<file path="src/sv/target_bearing_and_range_core_defines.svh">
// Assertion macros for the target bearing and range core
`ifndef TARGET_BEARING_AND_RANGE_CORE_DEFINES_SVH
`define TARGET_BEARING_AND_RANGE_CORE_DEFINES_SVH
`ifndef SYNTH
`define TBR_ASSERT(label, clk, rst, prop) \
   label: assert property (@(posedge clk) disable iff (rst) (prop)) \
      else $error("tbr assertion failed");
`define TBR_ASSERT_IMPLY(label, clk, rst, cond, prop) \
   label: assert property (@(posedge clk) disable iff (rst) (cond) |-> (prop)) \
      else $error("tbr implication failed");
`else
`define TBR_ASSERT(label, clk, rst, prop)
`define TBR_ASSERT_IMPLY(label, clk, rst, cond, prop)
`endif
`endif

</file>
<file path="src/sv/tbr_pkg.sv">
// Shared types, constants and the arctangent step table of the bearing/range core
`default_nettype none
package tbr_pkg;

   localparam int COORD_W          = 24;
   localparam int ANGLE_FRAC_W     = 7;
   localparam int CORDIC_STEPS_DEF = 24;
   localparam int HEAD_W           = 16;
   localparam int ANGLE_W          = 16;
   localparam int ANGR_W           = ANGLE_W + 1;
   localparam int RANGE_W          = 25;
   localparam int DIFF_W           = COORD_W + 1;
   localparam int XY_W             = 64;
   localparam int SCALE_SH         = 60 - COORD_W;
   localparam int Z_W              = 32;
   localparam int Z_FRAC           = 20;
   localparam int RND_SH           = Z_FRAC - ANGLE_FRAC_W;
   localparam int SQP_W            = 2 * COORD_W;
   localparam int SQ_W             = 2 * COORD_W + 1;
   localparam int SQ_PAIRS         = (SQ_W + 1) / 2;
   localparam int RAD_W            = 2 * SQ_PAIRS;
   localparam int ROOT_W           = SQ_PAIRS;
   localparam int REM_W            = ROOT_W + 2;
   localparam int FULL_ANG         = 360 << ANGLE_FRAC_W;
   localparam int HALF_ANG         = 180 << ANGLE_FRAC_W;

   localparam logic signed [Z_W-1:0] FULL_Z = Z_W'(360 << Z_FRAC);
   localparam logic signed [Z_W-1:0] HALF_Z = Z_W'(180 << Z_FRAC);

   // degrees per radian in units of 2^-20 degree
   localparam longint unsigned DEG_PER_RAD_Z = 64'd60078979;

   typedef struct packed {
      logic signed [COORD_W-1:0] target_x;
      logic signed [COORD_W-1:0] target_y;
      logic signed [COORD_W-1:0] ship_x;
      logic signed [COORD_W-1:0] ship_y;
      logic [HEAD_W-1:0]         ship_heading;
   } tbr_req_type;

   typedef struct packed {
      logic [ANGLE_W-1:0]        bearing;
      logic signed [ANGLE_W-1:0] relative_angle;
      logic [RANGE_W-1:0]        range_to_target;
      logic                      same_position;
   } tbr_rsp_type;

   // Payload moving down the cell row: rotation vector, angle, root digits
   typedef struct packed {
      logic signed [XY_W-1:0] u;
      logic signed [XY_W-1:0] v;
      logic signed [Z_W-1:0]  z;
      logic [RAD_W-1:0]       rad;
      logic [REM_W-1:0]       rem;
      logic [ROOT_W-1:0]      root;
      logic [HEAD_W-1:0]      head;
      logic                   same;
   } tbr_stage_type;

   // atan(2^-step) in 2^-20 degree; beyond step 9 the small-angle form
   function automatic logic signed [Z_W-1:0] tbr_atan(input int step);
      longint unsigned val;
      val = 64'd0;
      case (step)
         0:       val = 64'd47185920;
         1:       val = 64'd27855475;
         2:       val = 64'd14718068;
         3:       val = 64'd7471121;
         4:       val = 64'd3750058;
         5:       val = 64'd1876857;
         6:       val = 64'd938658;
         7:       val = 64'd469357;
         8:       val = 64'd234682;
         9:       val = 64'd117342;
         default: val = (DEG_PER_RAD_Z + (64'd1 << (step - 1))) >> step;
      endcase
      return Z_W'(val);
   endfunction

endpackage
`default_nettype wire

</file>
<file path="src/sv/tbr_front.sv">
// Front end: coordinate differences, heading reduction, squares and CORDIC setup
`default_nettype none
module tbr_front (
   input  logic                  clock,
   input  logic                  reset,
   input  logic                  in_valid,
   input  tbr_pkg::tbr_req_type  in_data,
   output logic                  out_valid,
   output tbr_pkg::tbr_stage_type out_data
);
   import tbr_pkg::*;

   logic                     v1_ff, v2_ff, v3_ff;
   logic signed [DIFF_W-1:0] dx1_ff, dy1_ff, dx1_in, dy1_in;
   logic [COORD_W-1:0]       ax1_ff, ay1_ff, ax1_in, ay1_in;
   logic [HEAD_W-1:0]        head1_ff, head1_in, head2_ff;
   logic                     same1_ff, same2_ff;

   logic signed [XY_W-1:0]   u2_ff, v2x_ff, u2_in, v2x_in;
   logic signed [Z_W-1:0]    z2_ff, z2_in;
   logic [SQP_W-1:0]         ax2_ff, ay2_ff;

   tbr_stage_type            s3_ff, s3_in;

   // stage 1
   always_comb begin
      dx1_in = DIFF_W'(in_data.target_x) - DIFF_W'(in_data.ship_x);
      dy1_in = DIFF_W'(in_data.target_y) - DIFF_W'(in_data.ship_y);
      ax1_in = COORD_W'(dx1_in[DIFF_W-1] ? -dx1_in : dx1_in);
      ay1_in = COORD_W'(dy1_in[DIFF_W-1] ? -dy1_in : dy1_in);
      // 16-bit heading is below twice a full turn
      head1_in = (in_data.ship_heading >= HEAD_W'(FULL_ANG)) ?
                 in_data.ship_heading - HEAD_W'(FULL_ANG) : in_data.ship_heading;
   end

   // stage 2: lower half plane is mirrored and starts at 180 degrees
   always_comb begin
      u2_in = XY_W'(dy1_ff) <<< SCALE_SH;
      v2x_in = XY_W'(dx1_ff) <<< SCALE_SH;
      z2_in = '0;
      if (dy1_ff[DIFF_W-1]) begin
         u2_in = -u2_in;
         v2x_in = -v2x_in;
         z2_in = HALF_Z;
      end
   end

   // stage 3
   always_comb begin
      s3_in.u    = u2_ff;
      s3_in.v    = v2x_ff;
      s3_in.z    = z2_ff;
      s3_in.rad  = RAD_W'(SQ_W'(ax2_ff) + SQ_W'(ay2_ff));
      s3_in.rem  = '0;
      s3_in.root = '0;
      s3_in.head = head2_ff;
      s3_in.same = same2_ff;
   end

   always_ff @(posedge clock) begin
      if (reset) begin
         v1_ff <= 1'b0;
         v2_ff <= 1'b0;
         v3_ff <= 1'b0;
      end else begin
         v1_ff <= in_valid;
         v2_ff <= v1_ff;
         v3_ff <= v2_ff;
      end
   end

   always_ff @(posedge clock) begin
      dx1_ff   <= dx1_in;
      dy1_ff   <= dy1_in;
      ax1_ff   <= ax1_in;
      ay1_ff   <= ay1_in;
      head1_ff <= head1_in;
      same1_ff <= (dx1_in == '0) && (dy1_in == '0);
      u2_ff    <= u2_in;
      v2x_ff   <= v2x_in;
      z2_ff    <= z2_in;
      ax2_ff   <= SQP_W'(ax1_ff) * SQP_W'(ax1_ff);
      ay2_ff   <= SQP_W'(ay1_ff) * SQP_W'(ay1_ff);
      head2_ff <= head1_ff;
      same2_ff <= same1_ff;
      s3_ff    <= s3_in;
   end

   assign out_valid = v3_ff;
   assign out_data  = s3_ff;

endmodule
`default_nettype wire

</file>
<file path="config.mk">
export PLATFORM = sky130hd
export DESIGN_NAME = tbr_front
export DESIGN_NICKNAME = d
export VERILOG_FILES = /design/src/sv/target_bearing_and_range_core_defines.svh /design/src/sv/tbr_pkg.sv /design/src/sv/tbr_front.sv
export SDC_FILE = /design/constraint.sdc
export NUM_CORES = 2
export LEC_CHECK = 0
export BUFFER_PORTS_ARGS = -buffer_cell sky130_fd_sc_hd__buf_2
export CAP_MARGIN = 25
export CORE_MARGIN = 4
export CORE_UTILIZATION = 64
export CTS_BUF_LIST = sky130_fd_sc_hd__clkbuf_2
export CTS_CLUSTER_DIAMETER = 100
export DETAILED_ROUTE_END_ITERATION = 8
export PLACE_DENSITY = 0.95
export REMOVE_ABC_BUFFERS = 1
export SKIP_CTS_REPAIR_TIMING = 1
export SYNTH_ARGS = -nofsm -noshare
export SYNTH_HDL_FRONTEND = slang
export SYNTH_SLANG_ARGS = --single-unit
</file>
<file path="constraint.sdc">
create_clock -name clock -period 7.8 [get_ports clock]
set_input_delay 2.34 -clock clock [delete_from_list [all_inputs] [get_ports clock]]
set_output_delay 2.34 -clock clock [all_outputs]
set_load 0.02 [all_outputs]
</file>
# After elaboration in Yosys (flattened, before gate mapping)
# Cells that the tools add are included.
[word_totals] reg_bits=617 inputBits=115 out_inout_bits=280 wordCells=44
[classes] addsub=8 n_mul=2 n_lt_le_gt_ge=1 n_mux=6 reduce_logical=3
[ops] op="$neg A61 Y64" n=2
[ops] op="$mul A24 B24 Y48" n=2
[ops] op="$mux W64" n=1
[ops] op="$mux W60" n=1
[ops] op="$logic_not A25 Y1" n=2
[ops] op="$sub A24 B24 Y25" n=2
[ops] op="$add A48 B48 Y49" n=1
[ops] op="$mux W24" n=2
[ops] op="$neg A24 Y24" n=2
[ops] op="$mux W28" n=1
[ops] op="$ge A16 B16 Y1 const B" n=1
[ops] op="$mux W16" n=1
[ops] op="$sub A16 B16 Y16 const B" n=1
[ops] op="$logic_and A1 B1 Y1" n=1

# Logic depth before layout (Yosys ltp)
[depth] depth_word=3 mapped_depth=29 mapped_depth_nobuf=27

# Least setup slack after synthesis
# OpenSTA, ideal clock, no wires.
[synth_timing] path_kind="reg-to-reg" from="register ay1_ff[2]" to="register ay2_ff[46]" setup_ns=0.072 arrival_ns=7.062 required_time_ns=7.728 setup_slack_ns=0.666 path_stages_with_launch=28 path_buffers=2 synth_period_minus_slack_ns=7.134 path_cell_list="dfxtp_1 clkbuf_1 nand2_1 fa_1 inv_1 fa_1 inv_1 fa_1 inv_1 fa_1 inv_1 fa_1 inv_1 fa_1 inv_1 fa_1 inv_1 ha_1 clkbuf_1 and4_1 nand4_1 a31oi_1 o41a_1 a41o_1 a221oi_2 o21ai_0 a311oi_1 xnor2_1"
[synth_via] elab_chain_cells=1
[synth_rtl] element="start: declaration" line="tbr_front.sv:15" text="logic [COORD_W-1:0] ax1_ff, ay1_ff, ax1_in, ay1_in;"
[synth_rtl] element="start signal: assignment" line="tbr_front.sv:76" text="ay1_ff <= ay1_in;"
[synth_rtl] element="$mul A24 B24 Y48" line="tbr_front.sv:83" text="ay2_ff <= SQP_W'(ay1_ff) * SQP_W'(ay1_ff);"
[synth_rtl] element="end signal: assignment" line="tbr_front.sv:83"
[synth_rtl] element="end: declaration" line="tbr_front.sv:21" text="logic [SQP_W-1:0] ax2_ff, ay2_ff;"
# No other way between the ends.
# A chain may end at the register's enable or synchronous reset.

# Final worst setup path
[layout_timing] from="register ay1_ff[16]" to="register ay2_ff[46]"
# Same word-level chain as after synthesis.

==> out/summary.txt <==
class of the tightest hold or removal check - flop to flop
kind of capture point of the worst setup path - flop
slew of the pin with the lowest slew margin - 1.07 ns
number of enable-type register cells in the synthesized netlist - 0
fin crit share - 0.976
Max clock buf depth - 3
number of synthesized register bits - 405
deepest level of the CTS H-tree - 3
Top cell by count, worst path - fa_1
capture instance of the worst register-to-register path - ay2_ff[46]
number of iterations in the first detailed-routing pass - 6
final net count - 7038
yosys warns - 0
arrival time at the worst endpoint - 8.76 ns
drt first-iter violations - 3173
chip height - 286 µm
kind of start point of the critical path - flop
depth of the worst hold-timing path - 0
post-synthesis instance area - 49600 µm²
Cell Chain, Critical Path - buf_4 > nand2_1 > fa_1 > inv_1 > fa_1 > fa_1 > fa_1 > fa_1 > fa_1 > inv_1 > fa_1 > inv_1 > ha_1 > and4_1 > and3_1 > nand2_1 > a31oi_1 > o41a_1 > a41o_1 > a221oi_2 > o21ai_0 > a311oi_1 > xnor2_1
buffer and inverter count on the worst path - 4
async set-or-reset flop fraction in the synthesized netlist - 0
Ports - 395
peak clock frequency supported by timing - 131 MHz
result of the run - finished, final reports clean
remaining number of nets flagged by the antenna check after routing - 0
worst slew margin relative to its limit - 0.286
utilization after layout - 0.692
count of vias placed by the detailed router - 37700
floorplan row count - 101
via count of the first global-routing pass - 41300
placed wire-length estimate - 105000 µm
post-layout min period - 7.61 ns
area delta synth->final - 6.50%
TritonCTS clock tree - yes
GRT Residual Overflow - 0
die boundary width - 286 µm
Clock Pin Slew Worst Setup and Hold Paths - 0.12 ns
cell type of the slowest stage on the worst timing path - fa_1
Synth area leaders - fa_1, dfxtp_1, ha_1
final number of hold-violating endpoints - 0
Clk Latency, worst-skew pair - 1.25 ns
wire length per cell - 19.2 µm
crit path max fanout - 16
maximum number of pins on one net before global-route repair - 54
Core ar. - 76300 µm²
most frequent standard cell in the layout excluding fill and tap cells - inv_1
DRC errors left - 0
die outline area - 82000 µm²
dpl ws - 0.126 ns
number of buffer cells added on primary ports - 241
count of cell types in the netlist - 89
area share of the largest cell type after synthesis - 0.346
Worst Path Required - 8.94 ns
vias per inst - 5.61
kind of critical path - flop to flop
TritonCTS sink count - 405
post-layout worst setup margin - 0.186 ns
launch instance of the worst register-to-register path - ay1_ff[16]
clk root buf - clkbuf_2
initial cell density of the core - 0.650
layout cell share with drive strength beyond 1 - 0.0978
global-route usage over all layers - 0.313
crit-path max cell delay - 0.61 ns
first-pass GRT wire length - 204000 µm
top library cells by usage in the layout, fill and taps aside - inv_1, fa_1, ha_1, nand2_1, dfxtp_1
top cell family by delay on the critical path - adder cells
synthesized instance count - 5332
Routed Wire Length - 129000 µm
total of max-cap violations - 0
endpoint with the worst hold slack - out_data[273]
clock buffer count from CTS - 100
final weighted congestion in routability-driven placement - 0.977
Finish-stage setup viols - 0
library cell with the largest summed area after synthesis - fa_1
register-to-register path setup slack - 0.19 ns
fin. max-slew vios - 0
worst-case clock skew - 0.189 ns
proportion of synthesized chip area in sequential cells - 0.163
number of antenna violations at the first check in global routing - 8
Min-Delay Startpoint - u2_ff[58]
R2R depth - 23
Mean Syn Cell Area - 9.30 µm²
most used flip-flop cell after synthesis - dfxtp_1
## worst max-delay path by stage
stage	cells past startpoint	to	slack (ns)	from
after floorplan	25	ay2_ff[46]	0.72	ay1_ff[2]
after global placement	24	ax2_ff[45]	0.35	ax1_ff[16]
after detailed placement	24	ax2_ff[46]	0.13	ax1_ff[16]
after CTS	24	ax2_ff[45]	0.001	ax1_ff[16]
after global routing	26	ay2_ff[47]	-0.001	ay1_ff[18]
final	23	ay2_ff[46]	0.19	ay1_ff[16]
## registers in the layout, summed over array words and instances (netlist names), 16 cells and up
| signal | count |
|---|---|
| head1_ff | 16 |
| ax1_ff | 24 |
| out_data | 123 |
| ax2_ff | 47 |
| u2_ff | 27 |
| dy1_ff | 24 |
| v2x_ff | 27 |
| ay2_ff | 47 |
| head2_ff | 16 |
| ay1_ff | 24 |
| dx1_ff | 24 |
## kinds of logic after synthesis
kind of cell	synth area share
buf+inv	0.136
fa+ha+maj	0.460
simple gates	0.109
compound gates	0.0841
flops	0.163
xor+xnor	0.0472
mux	0.00106
other cells	0.0000756
## metrics by stage
stage / setup TNS, ns / instances / hold slack (ns) / area, µm²
floorplan: 0 / 5186 / 0.310 / 48500
global placement: 0 / 6543 / 0.310 / 51600
detailed placement: 0 / 6543 / 0.312 / 51600
CTS: 0 / 6723 / 0.307 / 52700
global route: -0.00134 / 6724 / 0.319 / 52800
finish: 0 / 6724 / 0.301 / 52800
## cell type report
cell class,count,area (µm²)
flip-flops and latches,405,8150
clock inverters,49,459
inverters,1335,5010
fillers,5348,23500
repair buffers,327,1880
clock buffers,131,656
well taps,1030,1290
diodes,1,2.50
multi-input cells,3446,35400
## synth_stat cells, types with 5 or more instances
library cell,instances
dfxtp_1,405
nand2_1,405
nand3_1,37
and2_1,240
inv_1,1334
o41ai_1,11
o21ai_0,144
nor4_1,10
nor2_1,137
clkbuf_1,142
or4_1,14
a41oi_1,5
a211o_1,5
or3_1,20
a211oi_1,16
o211ai_1,9
nand2b_1,40
a21oi_1,166
o31ai_1,26
xor2_1,59
a221o_1,5
and4_1,9
o21a_1,27
or2_2,14
xnor2_1,208
o31a_1,5
a21o_1,100
nor3_1,32
and3_1,26
a31oi_1,20
a21boi_0,6
ha_1,450
nor2b_1,39
nand4_1,29
buf_4,156
o21bai_1,28
fa_1,858
## layer usage
layer,global-route usage,vias up,routed length [µm]
met2,0.536,2112,63000
met1,0.354,18400,43100
met3,0.0786,686,13600
li1,-,16600,-
met4,0.188,8,9290
met5,0,-,57
Power is not shown: default switching activity piles up to over one toggle a cycle in this logic, so the estimate is an artifact.
