`config.mk`:
```
export PLATFORM = sky130hd
export DESIGN_NAME = tbr_back
export DESIGN_NICKNAME = d
export VERILOG_FILES = /design/src/sv/target_bearing_and_range_core_defines.svh /design/src/sv/tbr_pkg.sv /design/src/sv/tbr_back.sv
export SDC_FILE = /design/constraint.sdc
export NUM_CORES = 1
export LEC_CHECK = 0
export BUFFER_PORTS_ARGS = -buffer_cell sky130_fd_sc_hd__buf_2
export CAP_MARGIN = 20
export CORE_AREA = 3 3 131 133
export DETAILED_ROUTE_END_ITERATION = 7
export DIE_AREA = 0 0 134 136
export GPL_ROUTABILITY_DRIVEN = 1
export PLACE_DENSITY = 0.85
export SLEW_MARGIN = 30
export SYNTH_ARGS = -nofsm -noshare
export SYNTH_HDL_FRONTEND = slang
export SYNTH_SLANG_ARGS = --single-unit
```
`constraint.sdc`:
```
create_clock -name clock -period 10.49 [get_ports clock]
set_input_delay 1.049 -clock clock [delete_from_list [all_inputs] [get_ports clock]]
set_output_delay 1.049 -clock clock [all_outputs]
set_load 0.005 [all_outputs]
```
`src/sv/target_bearing_and_range_core_defines.svh`:
```
// Assertion macros for the target bearing and range core
`ifndef TARGET_BEARING_AND_RANGE_CORE_DEFINES_SVH
`define TARGET_BEARING_AND_RANGE_CORE_DEFINES_SVH
`ifndef SYNTH
`define TBR_ASSERT(label, clk, rst, prop) \
   label: assert property (@(posedge clk) disable iff (rst) (prop)) \
      else $error("tbr assertion failed");
`define TBR_ASSERT_IMPLY(label, clk, rst, cond, prop) \
   label: assert property (@(posedge clk) disable iff (rst) (cond) |-> (prop)) \
      else $error("tbr implication failed");
`else
`define TBR_ASSERT(label, clk, rst, prop)
`define TBR_ASSERT_IMPLY(label, clk, rst, cond, prop)
`endif
`endif

```
`src/sv/tbr_pkg.sv`:
```
// Shared types, constants and the arctangent step table of the bearing/range core
`default_nettype none
package tbr_pkg;

   localparam int COORD_W          = 24;
   localparam int ANGLE_FRAC_W     = 7;
   localparam int CORDIC_STEPS_DEF = 24;
   localparam int HEAD_W           = 16;
   localparam int ANGLE_W          = 16;
   localparam int ANGR_W           = ANGLE_W + 1;
   localparam int RANGE_W          = 25;
   localparam int DIFF_W           = COORD_W + 1;
   localparam int XY_W             = 64;
   localparam int SCALE_SH         = 60 - COORD_W;
   localparam int Z_W              = 32;
   localparam int Z_FRAC           = 20;
   localparam int RND_SH           = Z_FRAC - ANGLE_FRAC_W;
   localparam int SQP_W            = 2 * COORD_W;
   localparam int SQ_W             = 2 * COORD_W + 1;
   localparam int SQ_PAIRS         = (SQ_W + 1) / 2;
   localparam int RAD_W            = 2 * SQ_PAIRS;
   localparam int ROOT_W           = SQ_PAIRS;
   localparam int REM_W            = ROOT_W + 2;
   localparam int FULL_ANG         = 360 << ANGLE_FRAC_W;
   localparam int HALF_ANG         = 180 << ANGLE_FRAC_W;

   localparam logic signed [Z_W-1:0] FULL_Z = Z_W'(360 << Z_FRAC);
   localparam logic signed [Z_W-1:0] HALF_Z = Z_W'(180 << Z_FRAC);

   // degrees per radian in units of 2^-20 degree
   localparam longint unsigned DEG_PER_RAD_Z = 64'd60078979;

   typedef struct packed {
      logic signed [COORD_W-1:0] target_x;
      logic signed [COORD_W-1:0] target_y;
      logic signed [COORD_W-1:0] ship_x;
      logic signed [COORD_W-1:0] ship_y;
      logic [HEAD_W-1:0]         ship_heading;
   } tbr_req_type;

   typedef struct packed {
      logic [ANGLE_W-1:0]        bearing;
      logic signed [ANGLE_W-1:0] relative_angle;
      logic [RANGE_W-1:0]        range_to_target;
      logic                      same_position;
   } tbr_rsp_type;

   // Payload moving down the cell row: rotation vector, angle, root digits
   typedef struct packed {
      logic signed [XY_W-1:0] u;
      logic signed [XY_W-1:0] v;
      logic signed [Z_W-1:0]  z;
      logic [RAD_W-1:0]       rad;
      logic [REM_W-1:0]       rem;
      logic [ROOT_W-1:0]      root;
      logic [HEAD_W-1:0]      head;
      logic                   same;
   } tbr_stage_type;

   // atan(2^-step) in 2^-20 degree; beyond step 9 the small-angle form
   function automatic logic signed [Z_W-1:0] tbr_atan(input int step);
      longint unsigned val;
      val = 64'd0;
      case (step)
         0:       val = 64'd47185920;
         1:       val = 64'd27855475;
         2:       val = 64'd14718068;
         3:       val = 64'd7471121;
         4:       val = 64'd3750058;
         5:       val = 64'd1876857;
         6:       val = 64'd938658;
         7:       val = 64'd469357;
         8:       val = 64'd234682;
         9:       val = 64'd117342;
         default: val = (DEG_PER_RAD_Z + (64'd1 << (step - 1))) >> step;
      endcase
      return Z_W'(val);
   endfunction

endpackage
`default_nettype wire

```
`src/sv/tbr_back.sv`:
```
// Back end: angle fold and rounding, relative angle wrap, root rounding
`default_nettype none
module tbr_back (
   input  logic                   clock,
   input  logic                   reset,
   input  logic                   in_valid,
   input  tbr_pkg::tbr_stage_type in_data,
   output logic                   out_valid,
   output tbr_pkg::tbr_rsp_type   out_data
);
   import tbr_pkg::*;

   localparam int REL_W = ANGLE_W + 1;
   localparam logic signed [Z_W-1:0]   RND_HALF = Z_W'(1 << (RND_SH - 1));
   localparam logic signed [REL_W-1:0] HALF_R   = REL_W'(HALF_ANG);
   localparam logic signed [REL_W-1:0] FULL_R   = REL_W'(FULL_ANG);

   logic                   v1_ff, v2_ff, v3_ff;
   logic [ANGR_W-1:0]      zr1_ff, zr1_in;
   logic [ROOT_W:0]        root1_ff, root1_in;
   logic [HEAD_W-1:0]      head1_ff, head2_ff;
   logic                   same1_ff, same2_ff;
   logic signed [Z_W-1:0]  zpos, zsum;

   logic [ANGLE_W-1:0]     bear2_ff, bear2_in;
   logic [RANGE_W-1:0]     range2_ff;

   logic signed [REL_W-1:0] rel;
   tbr_rsp_type            out_ff, out_in;

   always_comb begin
      zpos = in_data.z[Z_W-1] ? in_data.z + FULL_Z : in_data.z;
      zsum = zpos + RND_HALF;
      zr1_in = ANGR_W'(zsum >>> RND_SH);
      root1_in = (REM_W'(in_data.root) < in_data.rem) ?
                 (ROOT_W+1)'(in_data.root) + (ROOT_W+1)'(1) : (ROOT_W+1)'(in_data.root);
   end

   always_comb begin
      bear2_in = (zr1_ff >= ANGR_W'(FULL_ANG)) ?
                 ANGLE_W'(zr1_ff - ANGR_W'(FULL_ANG)) : ANGLE_W'(zr1_ff);
      if (same1_ff) begin
         bear2_in = '0;
      end
   end

   always_comb begin
      rel = $signed({1'b0, bear2_ff}) - $signed({1'b0, head2_ff});
      if (rel > HALF_R) begin
         rel = rel - FULL_R;
      end else if (rel <= -HALF_R) begin
         rel = rel + FULL_R;
      end
      out_in.bearing         = bear2_ff;
      out_in.relative_angle  = ANGLE_W'(rel);
      out_in.range_to_target = range2_ff;
      out_in.same_position   = same2_ff;
   end

   always_ff @(posedge clock) begin
      if (reset) begin
         v1_ff <= 1'b0;
         v2_ff <= 1'b0;
         v3_ff <= 1'b0;
      end else begin
         v1_ff <= in_valid;
         v2_ff <= v1_ff;
         v3_ff <= v2_ff;
      end
   end

   always_ff @(posedge clock) begin
      zr1_ff    <= zr1_in;
      root1_ff  <= root1_in;
      head1_ff  <= in_data.head;
      same1_ff  <= in_data.same;
      bear2_ff  <= bear2_in;
      range2_ff <= RANGE_W'(root1_ff);
      head2_ff  <= head1_ff;
      same2_ff  <= same1_ff;
      out_ff    <= out_in;
   end

   assign out_valid = v3_ff;
   assign out_data  = out_ff;

endmodule
`default_nettype wire

```
# == Word level (Yosys, flattened, before mapping) ==
# Index checks and enable logic that the tools add are counted.
# word_totals
wordCells,31
reg_bits,178
inputBits,282
out_inout_bits,59
# classes
add_sub_neg,7
magnitude_cmp,4
n_mux,5
# ops
op,n
16-bit two-way mux,3
"16-bit subtractor, second input constant",2
"30-bit by 14-bit adder with 30-bit output, second input constant",1
"30-bit adder, second input constant",1
30-bit two-way mux,1
25-bit by 27-bit less-than comparator with 1-bit output,1
"25-bit by 1-bit adder with 25-bit output, second input constant",1
25-bit two-way mux,1
"17-bit by 16-bit >= comparator with 1-bit output, second input constant",1
"17-bit by 16-bit greater-than comparator with 1-bit output, second input constant",1
"17-bit by 16-bit <= comparator with 1-bit output, second input constant",1
16-bit by 16-bit subtractor with 17-bit output,1
"16-bit adder, second input constant",1

# == Logic depth before layout (Yosys ltp) ==
# depth
depth_word,4
ltp_mapped,16
ltp_nobuf,16

# == Worst setup path before layout ==
# No wires, ideal clock.
# synth_path
path_kind,register to register
start,register bear2_ff[0]
end,"register out_ff, in the netlist out_data[38]"
required_ns,10.355
path_stages_with_launch,17
arrival_ns,3.287
synth_period_minus_slack_ns,3.422
n_path_buf,0
setup_time_ns,0.135
path_slack_ns,7.068
cell_sequence,dfxtp_1 > inv_1 > ha_1 > fa_1 > nor2b_2 > o2111ai_2 > a311o_1 > and2_4 > xnor2_1 > inv_1 > ha_1 > inv_1 > o41ai_1 > o211ai_1 > a21oi_2 > o22ai_1 > xor2_1
# synth_via
elab_chain_len,4
word_cells_on_any_way,7
cone_classes,3 x add/sub; 2 x order compare; 2 x mux
# synth_lines
element,line_no,source
start: declaration,tbr_back.sv:25,"logic [ANGLE_W-1:0] bear2_ff, bear2_in;"
start signal: assignment,tbr_back.sv:77,bear2_ff <= bear2_in;
16-bit by 16-bit subtractor with 17-bit output (*),tbr_back.sv:48,"rel = $signed({1'b0, bear2_ff}) - $signed({1'b0, head2_ff});"
16-bit adder / 17-bit by 16-bit <= comparator with 1-bit output (equally long branches),"tbr_back.sv:52, tbr_back.sv:51",
16-bit two-way mux,tbr_back.sv:51,end else if (rel <= -HALF_R) begin
16-bit two-way mux (*),tbr_back.sv:49,if (rel > HALF_R) begin
named net rel[12],tbr_back.sv:28,logic signed [REL_W-1:0] rel;
end signal: assignment,tbr_back.sv:81,out_ff <= out_in;
end: declaration,tbr_back.sv:29,"tbr_rsp_type out_ff, out_in;"
# Mark *: on every way through the listed nets, which the timed path passes. The rest lies on a longest branch.
# A chain may end at the register's enable or synchronous reset.

# == Worst setup path in the final report ==
# Ends and elaborated chain as after synthesis.

==> flow_summary_export.csv <==
group,metric,value,unit
cells_and_area,area_growth,22.53,%
synth,synthTopCellsByArea,"dfxtp_1 53%, ha_1 9.1%, xnor2_1 5.7%, inv_1 3.2%, nand4_1 2.9%",
flow_run,max-cap-violations,0,
sta,fin_skew,0.007125,ns
power_and_ir_drop,power.density,196.5,nW/um^2
synth,yosys_warnings,0,
cts,cts_sinks,178,
cts,h-tree-depth,4,
die,io_pins,341,
global_route,grt_overflow,0,
cts,numCtsBuffers,17,
cts,cts_buffer_depth,2,
route,dr.pass1.iters,4,
cts,post-cts-setup-buffers,0,
die,start_util,0.4240,
worst_setup_path,cp_max_fo,6,
worst_setup_path,end_kind,"flip-flop",
synth,synth_nets,980,
synth,synthCells,648,
die,die-area,18220,sq um
synth,synth_common_cells,"178 x dfxtp_1, 57 x inv_1, 49 x ha_1",
sta,finalHoldViolCount,0,
cells_and_area,final_cells,1033,
placement,portBuffers,149,
sta,max_slew_margin,0.5492,
synth,yosysMostFrequentCell,"dfxtp_1",
worst_hold_path,hold_path_class,"flip-flop to flip-flop",
route,drc,0,
worst_setup_path,worst_ep_arrival_time,4.17,ns
global_route,grt_usage,0.1570,
synth,synth-async-reset-ratio,0,
worst_setup_path,critical_path_class,"flip-flop to flip-flop",
route,num_vias,4999,
global_route,grt_pass1_wl,22.30,mm
synth,yosysTopAreaCell,"dfxtp_1",
cells_and_area,drive_gt1_frac,0.2362,
route,wire_per_inst,13.69,um
power_and_ir_drop,power_leakage,3.816,nW
synth,synthFlopType,"dfxtp_1",
die,coreArea,15940,sq um
sta,drv_slew,0,
synth,muxShareOfSynthArea,0.001666,
synth,synth_cell_type_count,64,
cts,insertion_delay,0.42,ns
die,die_y,136,um
synth,synth_seq_cells,178,
cts,cts_hold_buf,0,
synth,avgSynthCellArea,10.43,sq um
synth,synth_top_area_frac,0.5272,
sta,fin_setup_tns,0,ns
cells_and_area,num_antenna_cells,0,
outcome,status,"completed",
global_route,grt_max_degree,25,
placement,hpwl,10.98,mm
cts,path_clk_slew,0.06,ns
cts,cts_resized,0,
cts,clockRootBuffer,"clkbuf_16",
worst_setup_path,start_kind,"flip-flop",
route,drt_iter0_markers,258,
synth,synth_compound_area_frac,0.1042,
sta,worst_slew_pin_slew,0.6762,ns
synth,yosysSeqAreaShare,0.5272,
synth,synth-adder-area-share,0.09367,
global_route,grt_pass1_vias,4829,
synth,yosys.area_share.simple,0.1475,
placement,globalplace.congestion,0.8312,
synth,syn_area,6759,sq um
synth,synthXorXnorAreaFrac,0.08552,
route,antenna_left,0,
power_and_ir_drop,vdd_drop_max,107.1,uV
route,drt-vias-per-instance,4.839,
placement,place_area,7725,sq um
sta,rsz0062_at_grt,"no",
sta,period_minus_slack,3.875,ns
cts,cts_tree,"done",
route,routed_wl,14.14,mm
die,rows,46,
placement,dpl.cell_count,1001,
global_route,antenna_found_initial,7,
cells_and_area,stdcell_area,8282,sq um
synth,synth-edff-count,0,
sta,period_share,0.3694,
cells_and_area,final_nets,1136,
die,die_x,134,um
synth,synth_top_family_by_area,"simple AND/OR/NAND/NOR gates",
sta,setup_viol,0,
sta,clock.fmax,258.1,MHz
worst_setup_path,cp.required,10.78,ns
==> layer usage <==
metal | vias to the layer above | wire length (um) | global-route usage
met5 | - | 80 | 0
met4 | 14 | 366 | 0.07657
met3 | 49 | 1663 | 0.08771
met2 | 182 | 6649 | 0.2684
met1 | 2211 | 5382 | 0.1540
li1 | 2543 | - | -
==> sequential cells by signal, summed over array words and instances, names as in the netlist, 16 cells and up <==
name,cells
out_data,58
range2_ff,25
root1_ff,25
zr1_ff,17
bear2_ff,16
head1_ff,16
head2_ff,16
==> worst max-delay path, cell delays in order (launching register included) <==
cell,delay (ns)
dfxtp_1,0.34
inv_1,0.05
ha_1,0.19
fa_1,0.41
nor2b_2,0.16
o2111ai_2,0.15
a311o_1,0.40
and2_4,0.19
xnor2_1,0.20
inv_1,0.21
ha_1,0.17
inv_1,0.04
o41ai_1,0.39
o211ai_1,0.21
a21oi_2,0.32
o22ai_1,0.15
xor2_1,0.15
==> power by group <==
group,switching [mW],internal (mW),leakage (nW),total (mW)
logic,0.152,0.125,2.05,0.277
registers,0.0208,0.742,1.50,0.762
clock network,0.253,0.334,0.264,0.588
total,0.426,1.20,3.82,1.63
==> logic make-up (layout without fill, tap and decap cells) <==
kind of cell	Yosys count	count (layout)
muxes	1	1
xor gates and xnor gates	66	66
AOI/OAI and AO/OA	95	95
and+or+nand+nor	188	188
DFF	178	178
adders and majority gates	50	50
buffers and inverters	70	239
==> area by class of cell <==
cell class	count	area, sq um
multi-input combinational	400	2924
tap	216	270.3
sequential	178	3563
inverter	57	214.0
clock inverter	11	106.4
clock buffer	21	450.4
timing repair buffer	150	753.2
fill	1431	7661
==> through the flow <==
stage	setup slack (ns)	util	power, mW	hold WS [ns]
final	6.615	0.5195	1.627	0.3259
after global routing	6.289	0.5195	1.712	0.3300
after CTS	6.599	0.5195	1.646	0.3269
after detailed placement	6.610	0.4845	1.053	0.3121
after global placement	6.635	0.4845	1.041	0.3096
after floorplan	7.068	-	0.9559	0.3096
==> worst paths after layout <==
kind,startpoint,to,slack (ns),depth (start not counted)
worst max register to register,bear2_ff[0],out_data[38],6.61,16
worst min register to register,root1_ff[19],range2_ff[19],0.33,0
worst max-delay path,bear2_ff[0],out_data[38],6.61,16
worst min-delay path,root1_ff[19],range2_ff[19],0.33,0
==> cell usage in the layout (no fill, tap or decap), types with 3 or more instances in the layout <==
| master | instances |
|---|---|
| nor2b_1 | 19 |
| clkinv_4 | 3 |
| dfxtp_1 | 178 |
| nor3_1 | 14 |
| and3_1 | 10 |
| a211oi_1 | 3 |
| a31oi_1 | 4 |
| nand2_1 | 36 |
| xnor2_1 | 44 |
| nor4_1 | 5 |
| nor2_1 | 29 |
| ha_1 | 49 |
| a21o_1 | 9 |
| clkbuf_16 | 17 |
| xor2_1 | 22 |
| buf_2 | 149 |
| and2_1 | 7 |
| a21oi_1 | 21 |
| nand4_1 | 31 |
| o21ai_0 | 16 |
| o211ai_1 | 3 |
| clkbuf_1 | 3 |
| o21a_1 | 4 |
| o31a_1 | 3 |
| inv_1 | 57 |
| nand3_1 | 16 |
| or3_1 | 4 |
| clkinvlp_4 | 3 |
| o22ai_1 | 4 |
| nand2b_1 | 7 |
| a2111o_1 | 3 |
Note: power is estimated with default switching activity, not from simulation.
